--- config.mk ---
export PLATFORM = sky130hd
export DESIGN_NAME = touch_frame_slot_tracker_core
export DESIGN_NICKNAME = d
export VERILOG_FILES = /design/src/rtl/tfst_pkg.sv /design/src/rtl/touch_frame_slot_tracker_core.sv
export SDC_FILE = /design/constraint.sdc
export NUM_CORES = 1
export LEC_CHECK = 0
export ABC_AREA = 1
export ABC_CLOCK_PERIOD_IN_PS = 8400
export BUFFER_PORTS_ARGS = -buffer_cell sky130_fd_sc_hd__buf_4
export CAP_MARGIN = 20
export CORE_UTILIZATION = 40
export CTS_BUF_LIST = sky130_fd_sc_hd__clkbuf_8
export DETAILED_ROUTE_END_ITERATION = 7
export PLACE_DENSITY_LB_ADDON = 0.25
export SKIP_LAST_GASP = 1
export SYNTH_ARGS = -nofsm -noshare
export SYNTH_HDL_FRONTEND = slang
export SYNTH_SLANG_ARGS = --single-unit
--- constraint.sdc ---
create_clock -name clk_i -period 8.4 [get_ports clk_i]
set_input_delay 0 -clock clk_i [delete_from_list [all_inputs] [get_ports clk_i]]
set_output_delay 0 -clock clk_i [all_outputs]
set_load 0.05 [all_outputs]
--- src/rtl/tfst_pkg.sv ---
// ============================================================================
// Touch frame slot tracker package
// Result kinds, controller states and record field widths.
// ============================================================================
`default_nettype none

package tfst_pkg;

  // Kind of one result transaction, carried on the master tuser.
  typedef enum logic [1:0] {
    KIND_CONTACT = 2'd0,
    KIND_RELEASE = 2'd1,
    KIND_SYNC    = 2'd2
  } kind_e;

  // Sequencer states, one-hot.
  typedef enum logic [2:0] {
    ST_IDLE = 3'b001,
    ST_SCAN = 3'b010,
    ST_SYNC = 3'b100
  } state_e;

  // Register indexes on the configuration channel.
  localparam logic CFG_FINGER_COUNT  = 1'b0;
  localparam logic CFG_REPORTING_OFF = 1'b1;

  // Status code of an empty finger record.
  localparam logic [1:0] STATUS_EMPTY = 2'd3;

  localparam int unsigned SlotW  = 5;
  localparam int unsigned CoordW = 12;
  localparam int unsigned PressW = 8;
  localparam int unsigned SlotN  = 32;

endpackage

`default_nettype wire

--- src/rtl/touch_frame_slot_tracker_core.sv ---
// ============================================================================
// Touch frame slot tracker core
// Decodes finger records into contact results, tracks active slots per frame
// and reports releases and a closing frame sync after each frame.
// ============================================================================
// A contact result is registered and valid in the cycle after its record transaction.
// Throughput: one record per cycle while results are taken at once.
// End of frame: the release scan walks one slot per cycle over the effective
//   finger count, holding while a release waits for the output register,
//   then loads the sync; during the scan and the sync no record is accepted.
// Reset: finger count 10, reporting on, both slot masks and the record index
//   cleared, no result pending.
`default_nettype none

module touch_frame_slot_tracker_core #(
  parameter int unsigned MAX_RECORDS = 20
) (
  input  wire logic        clk_i,
  input  wire logic        rst_ni,
  // Configuration write channel
  input  wire logic        cfg_valid_i,
  output logic             cfg_ready_o,
  input  wire logic        cfg_index_i,
  input  wire logic [4:0]  cfg_data_i,
  // Record stream
  input  wire logic        s_axis_tvalid_i,
  output logic             s_axis_tready_o,
  // [7:0] slot_status, [15:8] x_high, [23:16] y_high, [31:24] xy_low,
  // [39:32] touch_pressure
  input  wire logic [39:0] s_axis_tdata_i,
  // Result stream
  output logic             m_axis_tvalid_o,
  input  wire logic        m_axis_tready_i,
  // [4:0] slot_id, [16:5] x_pos, [28:17] y_pos, [36:29] pressure_out,
  // [39:37] zero
  output logic [39:0]      m_axis_tdata_o,
  // [1:0] report_kind
  output logic [1:0]       m_axis_tuser_o,
  output logic             m_axis_tlast_o
);

  import tfst_pkg::*;

  localparam logic [4:0] MaxRec = 5'(MAX_RECORDS);

  // Configuration registers
  logic [4:0] finger_count_q;
  logic       reporting_off_q;

  // Tracking state
  state_e             state_q, state_d;
  logic [SlotN-1:0]   prev_mask_q, prev_mask_d;
  logic [SlotN-1:0]   frame_mask_q, frame_mask_d;
  logic [4:0]         rec_idx_q, rec_idx_d;
  logic [4:0]         scan_idx_q, scan_idx_d;

  // Output register
  logic               out_vld_q, out_vld_d;
  kind_e              out_kind_q, out_kind_d;
  logic [SlotW-1:0]   out_slot_q, out_slot_d;
  logic [CoordW-1:0]  out_x_q, out_x_d;
  logic [CoordW-1:0]  out_y_q, out_y_d;
  logic [PressW-1:0]  out_p_q, out_p_d;
  logic               out_last_q, out_last_d;

  // Record fields
  logic [7:0]       rec_ids, rec_xh, rec_yh, rec_xyl, rec_pr;
  logic [SlotW-1:0] rec_slot;
  logic             rec_empty;

  logic [4:0] eff_count;
  logic       ends_frame;
  logic       out_free;
  logic       in_fire;
  logic       scan_hit;
  logic       scan_done;

  assign rec_ids   = s_axis_tdata_i[7:0];
  assign rec_xh    = s_axis_tdata_i[15:8];
  assign rec_yh    = s_axis_tdata_i[23:16];
  assign rec_xyl   = s_axis_tdata_i[31:24];
  assign rec_pr    = s_axis_tdata_i[39:32];
  assign rec_slot  = rec_ids[7:3];
  assign rec_empty = (rec_ids[1:0] == STATUS_EMPTY);

  // Clamp the finger count to 1..MAX_RECORDS.
  always_comb begin
    if (finger_count_q == 5'd0) begin
      eff_count = 5'd1;
    end else if (finger_count_q > MaxRec) begin
      eff_count = MaxRec;
    end else begin
      eff_count = finger_count_q;
    end
  end

  assign ends_frame = ({1'b0, rec_idx_q} + 6'd1) >= {1'b0, eff_count};

  // The output register can take a new result when empty or being drained.
  assign out_free        = !out_vld_q || m_axis_tready_i;
  assign s_axis_tready_o = (state_q == ST_IDLE) && out_free;
  assign in_fire         = s_axis_tvalid_i && s_axis_tready_o;
  assign cfg_ready_o     = 1'b1;

  // Release test for the slot under the scan pointer.
  assign scan_hit  = prev_mask_q[scan_idx_q] && !frame_mask_q[scan_idx_q];
  assign scan_done = ({1'b0, scan_idx_q} + 6'd1) >= {1'b0, eff_count};

  // Sequencer: accept records, walk the release scan, close with a sync.
  always_comb begin
    state_d      = state_q;
    prev_mask_d  = prev_mask_q;
    frame_mask_d = frame_mask_q;
    rec_idx_d    = rec_idx_q;
    scan_idx_d   = scan_idx_q;
    out_vld_d    = out_vld_q && !m_axis_tready_i;
    out_kind_d   = out_kind_q;
    out_slot_d   = out_slot_q;
    out_x_d      = out_x_q;
    out_y_d      = out_y_q;
    out_p_d      = out_p_q;
    out_last_d   = out_last_q;

    case (state_q)
      ST_IDLE: begin
        if (in_fire && !reporting_off_q) begin
          if (!rec_empty) begin
            out_vld_d              = 1'b1;
            out_kind_d             = KIND_CONTACT;
            out_slot_d             = rec_slot;
            out_x_d                = {rec_xh, rec_xyl[7:4]};
            out_y_d                = {rec_yh, rec_xyl[3:0]};
            out_p_d                = rec_pr;
            out_last_d             = !ends_frame;
            frame_mask_d[rec_slot] = 1'b1;
          end
          if (ends_frame) begin
            scan_idx_d = 5'd0;
            state_d    = ST_SCAN;
          end else begin
            rec_idx_d = rec_idx_q + 5'd1;
          end
        end
      end
      ST_SCAN: begin
        if (!scan_hit || out_free) begin
          if (scan_hit) begin
            out_vld_d  = 1'b1;
            out_kind_d = KIND_RELEASE;
            out_slot_d = scan_idx_q;
            out_x_d    = '0;
            out_y_d    = '0;
            out_p_d    = '0;
            out_last_d = 1'b0;
          end
          scan_idx_d = scan_idx_q + 5'd1;
          if (scan_done) begin
            state_d = ST_SYNC;
          end
        end
      end
      ST_SYNC: begin
        if (out_free) begin
          out_vld_d    = 1'b1;
          out_kind_d   = KIND_SYNC;
          out_slot_d   = '0;
          out_x_d      = '0;
          out_y_d      = '0;
          out_p_d      = '0;
          out_last_d   = 1'b1;
          prev_mask_d  = frame_mask_q;
          frame_mask_d = '0;
          rec_idx_d    = 5'd0;
          state_d      = ST_IDLE;
        end
      end
      default: begin
        state_d = ST_IDLE;
      end
    endcase
  end

  // Configuration registers.
  always_ff @(posedge clk_i or negedge rst_ni) begin
    if (!rst_ni) begin
      finger_count_q  <= 5'd10;
      reporting_off_q <= 1'b0;
    end else if (cfg_valid_i && cfg_ready_o) begin
      case (cfg_index_i)
        CFG_FINGER_COUNT:  finger_count_q  <= cfg_data_i;
        CFG_REPORTING_OFF: reporting_off_q <= cfg_data_i[0];
        default: begin
        end
      endcase
    end
  end

  // Control state.
  always_ff @(posedge clk_i or negedge rst_ni) begin
    if (!rst_ni) begin
      state_q      <= ST_IDLE;
      prev_mask_q  <= '0;
      frame_mask_q <= '0;
      rec_idx_q    <= 5'd0;
      scan_idx_q   <= 5'd0;
      out_vld_q    <= 1'b0;
    end else begin
      state_q      <= state_d;
      prev_mask_q  <= prev_mask_d;
      frame_mask_q <= frame_mask_d;
      rec_idx_q    <= rec_idx_d;
      scan_idx_q   <= scan_idx_d;
      out_vld_q    <= out_vld_d;
    end
  end

  // Result payload.
  always_ff @(posedge clk_i) begin
    out_kind_q <= out_kind_d;
    out_slot_q <= out_slot_d;
    out_x_q    <= out_x_d;
    out_y_q    <= out_y_d;
    out_p_q    <= out_p_d;
    out_last_q <= out_last_d;
  end

  assign m_axis_tvalid_o = out_vld_q;
  assign m_axis_tdata_o  = {3'b000, out_p_q, out_y_q, out_x_q, out_slot_q};
  assign m_axis_tuser_o  = out_kind_q;
  assign m_axis_tlast_o  = out_last_q;

  // Records are taken only while the sequencer is idle.
  assert property (@(posedge clk_i) disable iff (!rst_ni)
    s_axis_tready_o |-> (state_q == ST_IDLE))
    else $error("record accepted outside idle state");

  // A pending sync always closes the frame's results.
  assert property (@(posedge clk_i) disable iff (!rst_ni)
    (m_axis_tvalid_o && (out_kind_q == KIND_SYNC)) |-> m_axis_tlast_o)
    else $error("sync result without tlast");

  // Loading the sync rolls the frame over and clears the frame state.
  assert property (@(posedge clk_i) disable iff (!rst_ni)
    ((state_q == ST_SYNC) && out_free) |=>
      ((frame_mask_q == '0) && (rec_idx_q == 5'd0) && (state_q == ST_IDLE)))
    else $error("frame state not cleared after sync");

endmodule

`default_nettype wire

## Word-level counts from Yosys, hierarchy flattened

Cells that the tools add are included.

- Input port bits: 51
- Bits in registers: 124

- Magnitude comparators: 6
- Reduce and logical (&&, ||, !) cells: 26
- $add $sub $neg: 4
- Equal/unequal tests: 12
- Bitwise logic cells: 2
- Mux-type cells: 64

Operators by type and width:

| operator | count |
|---|---|
| $mux W32 | 3 |
| $mux W12 | 7 |
| $pmux W12 S3 | 2 |
| $pmux W32 S2 | 1 |
| $mux W5 | 12 |
| $mux W8 | 5 |
| $or A32 B32 Y32 | 1 |
| $pmux W8 S3 | 1 |
| $pmux W5 S2 | 2 |
| $mux W3 | 5 |
| $pmux W5 S3 | 1 |
| $ne A2 B2 Y1 const B | 7 |
| $mux W1 | 13 |
| $add A5 B1 Y6 const B | 2 |
| $ge A6 B5 Y1 | 2 |
| $lt A5 B6 Y1 const B | 2 |
| $reduce_and A4 Y1 | 3 |
| $add A5 B1 Y5 const B | 2 |
| $bmux W1 S5 | 2 |
| $mux W2 | 5 |
| $pmux W3 S3 | 1 |
| $logic_and A1 B1 Y1 | 6 |
| $logic_not A1 Y1 | 6 |
| $pmux W1 S3 | 2 |
| other kinds (17) | 21 |

## Longest topological paths before layout

- Depth in word-level cells: 8
- Gate-level depth with buffers: 17

## Least setup slack after synthesis

No wires, ideal clock.

- Path kind: register to register
- Start: register out_vld_q (netlist: m_axis_tvalid_o)
- End: register out_last_q (netlist: m_axis_tlast_o), enable pin
- Period minus slack after synthesis: 3.821 ns
- Arrival time: 3.383 ns
- Buffers on the path: 0
- Path slack: 4.579 ns
- Required time: 7.963 ns
- Stages on the path, launching flop included: 10
- Path through: dfrtp_1 inv_1 nor2_2 nor2_2 nand2_1 nand2_2 nand2_2 nor2_4 nand3_1 nor2_1

- Cells in the longest elaborated chain, start to end: 7
- Elaborated cells on any way between the ends: 10
- Those cells by class: 3 x eq/ne; 7 x reduce/logical

RTL lines:

| element | RTL line | source |
|---|---|---|
| from (decl) | touch_frame_slot_tracker_core.sv:58 | `logic out_vld_q, out_vld_d;` |
| from (signal assigned) | touch_frame_slot_tracker_core.sv:213 | `out_vld_q <= out_vld_d;` |
| $logic_not A1 Y1 | touch_frame_slot_tracker_core.sv:100 | `assign out_free = !out_vld_q \|\| m_axis_tready_i;` |
| $logic_or A1 B1 Y1 | touch_frame_slot_tracker_core.sv:100 |  |
| $logic_and A1 B1 Y1 | touch_frame_slot_tracker_core.sv:101 | `assign s_axis_tready_o = (state_q == ST_IDLE) && out_free;` |
| net s_axis_tready_o | touch_frame_slot_tracker_core.sv:27 | `output logic s_axis_tready_o,` |
| $logic_and A1 B1 Y1 | touch_frame_slot_tracker_core.sv:102 | `assign in_fire = s_axis_tvalid_i && s_axis_tready_o;` |
| $logic_and A1 B1 Y1 | touch_frame_slot_tracker_core.sv:126 | `if (in_fire && !reporting_off_q) begin` |
| $ne A2 B1 Y1 (no source line) | -- |  |
| $reduce_and A6 Y1 (no source line) | -- |  |
| to (signal assigned) | touch_frame_slot_tracker_core.sv:224 | `out_last_q <= out_last_d;` |
| to (decl) | touch_frame_slot_tracker_core.sv:64 | `logic out_last_q, out_last_d;` |

The timed path passes the listed nets, and every way through them passes these cells.
A chain may end at the register's enable or synchronous reset.

## Final worst setup path

- Start: register state_q[1]
- End: register frame_mask_q[27]

- Cells in the longest elaborated chain, start to end: 6
- Elaborated cells on any way between the ends: 11
- Those cells by class: 5 x eq/ne; 1 x mux; 5 x reduce/logical

RTL lines:

| element | RTL line | source |
|---|---|---|
| from (decl) | touch_frame_slot_tracker_core.sv:51 | `state_e state_q, state_d;` |
| from (signal assigned) | touch_frame_slot_tracker_core.sv:208 | `state_q <= state_d;` |
| $eq A3 B1 Y1 | touch_frame_slot_tracker_core.sv:101, touch_frame_slot_tracker_core.sv:124 |  |
| $logic_and A1 B1 Y1 | touch_frame_slot_tracker_core.sv:101 |  |
| $logic_and A1 B1 Y1 | touch_frame_slot_tracker_core.sv:102 |  |
| $logic_and A1 B1 Y1 | touch_frame_slot_tracker_core.sv:126 |  |
| $ne A2 B1 Y1 (no source line) | -- |  |
| $reduce_and A4 Y1 (no source line) | -- |  |
| to (signal assigned) | touch_frame_slot_tracker_core.sv:210 | `frame_mask_q <= frame_mask_d;` |
| to (decl) | touch_frame_slot_tracker_core.sv:53 | `logic [SlotN-1:0] frame_mask_q, frame_mask_d;` |

Several ways; a longest one is shown, not always the timed one.

==> impl_metrics.json <==
{
  "slew_viol_final": 0,
  "drc": 0,
  "worstHoldPathType": "in -> reg",
  "synth_cell_types": 37,
  "ys_top_cells_by_area": "dfrtp_1, edfxtp_1, nand2_1",
  "rows": 44,
  "worst_slew_pin_slew_ps": 876,
  "slew_headroom_pct": 41.5,
  "tritoncts": "done",
  "synth_area_mm2": 0.00592,
  "nNetsFinal": 884,
  "crit_start": "state_q[1]",
  "drt_iter0_drc": 358,
  "synthFlopType": "dfrtp_1",
  "path_cells": "nor3_4 -> inv_2 -> nor2_4 -> inv_2 -> buf_4 -> nand2_4 -> nand4_1 -> dlygate4sd3_1 -> a21oi_1",
  "synth_top_area_share_pct": 34.3,
  "crit_buf_inv": 4,
  "setup.worst_path.end": "frame_mask_q[27]",
  "ios": 97,
  "setup_tns_ps": 0,
  "cp_num_cells": 9,
  "ctsLongestPathBuffers": 2,
  "core_mm2": 0.0145,
  "cts_inserted_buffers": 17,
  "dp_hpwl_um": 9280,
  "multi_input_area_mm2": 0.00207,
  "cts_sinks": 124,
  "worstRegToRegCells": 9,
  "p_per_area_mw_per_mm2": 355,
  "synth_warnings": 0,
  "cp.arrival_ps": 3700,
  "crit_type": "reg -> reg",
  "die_y_um": 124,
  "ir_drop_v": 0.000119,
  "post_cts_buffers": 0,
  "r2r-end": "frame_mask_q[27]",
  "path_common_cell": "inv_2",
  "vias_per_cell": 4.90,
  "gp_congestion": 0.806,
  "syn_avg_cell_area_um2": 8.71,
  "synth_most_common_cell": "nand2_1",
  "synthArstFlopShare_pct": 67.7,
  "drive_gt1_share_pct": 18.5,
  "grt_overflow": 0,
  "drtPass1Iterations": 5,
  "max_freq_mhz": 300,
  "die_w_um": 124,
  "crit_path_top_delay_cell": "nor2_4",
  "synth-seq-area-share_pct": 55.9,
  "drv_cap": 0,
  "num_vias": 4984,
  "cp_slowest_stage_delay_ps": 690,
  "synth_area_leader_cell": "dfrtp_1",
  "cp_top_family": "simple AND/OR/NAND/NOR gates",
  "n_antenna_cell": 0,
  "htree_levels": 4,
  "yosys-top-cells-count": "nand2_1, inv_1, dfrtp_1, nor2_1, nand3_1",
  "wl_per_cell_um": 13.9,
  "outcome": "finished clean",
  "grt_start_max_net_pins": 85,
  "initial_utilization_pct": 40.9,
  "area_growth_pct": 29.6,
  "fillers": 1301,
  "grt_usage_pct": 19.7,
  "synthesis.instances": 679,
  "clock_latency_ps": 450,
  "first_global_vias": 4807,
  "endpoint_kind": "flip-flop",
  "min_period_over_period_pct": 39.7,
  "setup_viol": 0,
  "final_area_mm2": 0.00767,
  "finalHoldViolCount": 0,
  "critPathLaunchType": "flip-flop",
  "antenna_found_initial": 0,
  "cp_max_fo": 65,
  "grt_pass1_wl_um": 22900,
  "ant_nets": 0,
  "clockRootBuffer": "clkbuf_8",
  "dieArea_mm2": 0.0153,
  "rsz0062_at_grt": "no",
  "synth_edf_count": 40,
  "period_minus_slack_ps": 3330,
  "cellLeakagePower_uw": 0.00366,
  "ff_latch_area_mm2": 0.00331,
  "crit_required_ps": 8770,
  "rrSetupSlack_ps": 5070,
  "clkTransAtPathRegs_ps": 80,
  "reg2reg_from": "state_q[1]",
  "io_buffers": 91,
  "fin_skew_ps": 11.3,
  "wirelength_um": 14200,
  "ys_ff_latch": 124,
  "placed_area_mm2": 0.00674
}
[placed cells by master (no fill, tap or decap), types with 2 or more instances in the layout]
cell type,synthesis,layout
inv_1,103,103
ha_1,12,12
a21oi_1,41,41
buf_16,0,2
nand3_1,76,76
conb_1,2,4
nor3_1,2,2
dfrtp_1,81,81
o21ai_1,10,10
mux2_2,2,2
inv_2,8,8
o21bai_1,2,2
clkinv_4,0,5
o22ai_1,5,5
inv_6,0,4
o211ai_1,3,3
nand3_2,2,2
dlygate4sd3_1,0,51
edfxtp_1,40,40
xor2_1,3,3
buf_4,8,92
nand2_1,121,121
nor2_2,2,2
clkinvlp_4,0,3
nor2_1,80,79
nor2_4,2,3
nand4_1,10,10
nand2_2,4,4
dfstp_2,3,3
o21ai_0,32,32
clkbuf_8,0,17
[report_power, final]
group	total (µW)	internal [µW]	switching, µW
Sequential	1060	935	120
Combinational	1170	366	807
Clock	492	237	256
[flip-flops by register name, summed over array words and instances, names as in the netlist, 2 cells and up]
name and cells:
finger_count_q 5, frame_mask_q 32, m_axis_tuser_o 2, out_p_q 8, out_slot_q 5, out_x_q 12, out_y_q 12, prev_mask_q 32
rec_idx_q 5, scan_idx_q 5, state_q 3
[worst reg2reg max path: cells and delay by family (launching register included)]
family | cells | cell delay, ps
AO/OA/AOI/OAI | 1 | 120
flip-flops | 1 | 430
buffers and inverters | 4 | 1120
AND/OR/NAND/NOR | 4 | 1590
[final cells by class]
type	count	area share, %
Timing Repair Buffer	146	16.6
Tap cell	184	3.00
Inverter	111	5.43
Multi-Input combinational cell	421	26.9
Clock buffer	17	3.05
Clock inverter	15	1.83
Sequential cell	124	43.1
[repair_timing]
item	CTS	global route
hold endpoints to repair	127	9
gates resized for setup	0	0
setup endpoints to repair	0	0
hold buffers	50	1
[kinds of logic after synthesis]
logic type	synth area share, %
xor gates and xnor gates	0.444
adders and majority gates	2.54
and+or+nand+nor	22.7
muxes	0.381
AOI/OAI and AO/OA	8.44
DFF	55.9
buffers and inverters	9.45
other	0.127
[layer usage]
metal	GRT usage, %	wire length (µm)	vias up
li1	-	-	2477
met1	25.1	6340	2326
met2	32.1	6660	164
met3	6.09	991	17
met4	6.10	174	0
met5	0	0	-
[worst min path at each step]
| stage | cells past startpoint | from | slack [ps] | end |
|---|---|---|---|---|
| 6_report | 6 | s_axis_tvalid_i | 40 | state_q[0] |
| 5_1_grt | 5 | s_axis_tdata_i[6] | 40 | frame_mask_q[30] |
| 4_1_cts | 4 | cfg_index_i | 6 | finger_count_q[0] |
| 3_5_place_dp | 2 | cfg_valid_i | 210 | reporting_off_q |
| 3_3_place_gp | 2 | cfg_valid_i | 200 | reporting_off_q |
| 2_1_floorplan | 0 | rst_ni | -300 | finger_count_q[0] |
[through the flow]
step | hold WS (ps) | instances | power, µW | util, % | worst slack [ps]
after floorplan | -296 | 681 | 1890 | - | 4580
after global placement | 201 | 932 | 2160 | 46.3 | 4960
after CTS | 6.39 | 1015 | 2730 | 52.6 | 4900
final | 44.2 | 1018 | 2720 | 53.0 | 5070
after global routing | 41.2 | 1018 | 2910 | 53.0 | 4830
after detailed placement | 214 | 933 | 2210 | 46.5 | 4920
No activity file was read; power rests on OpenSTA's default activity.
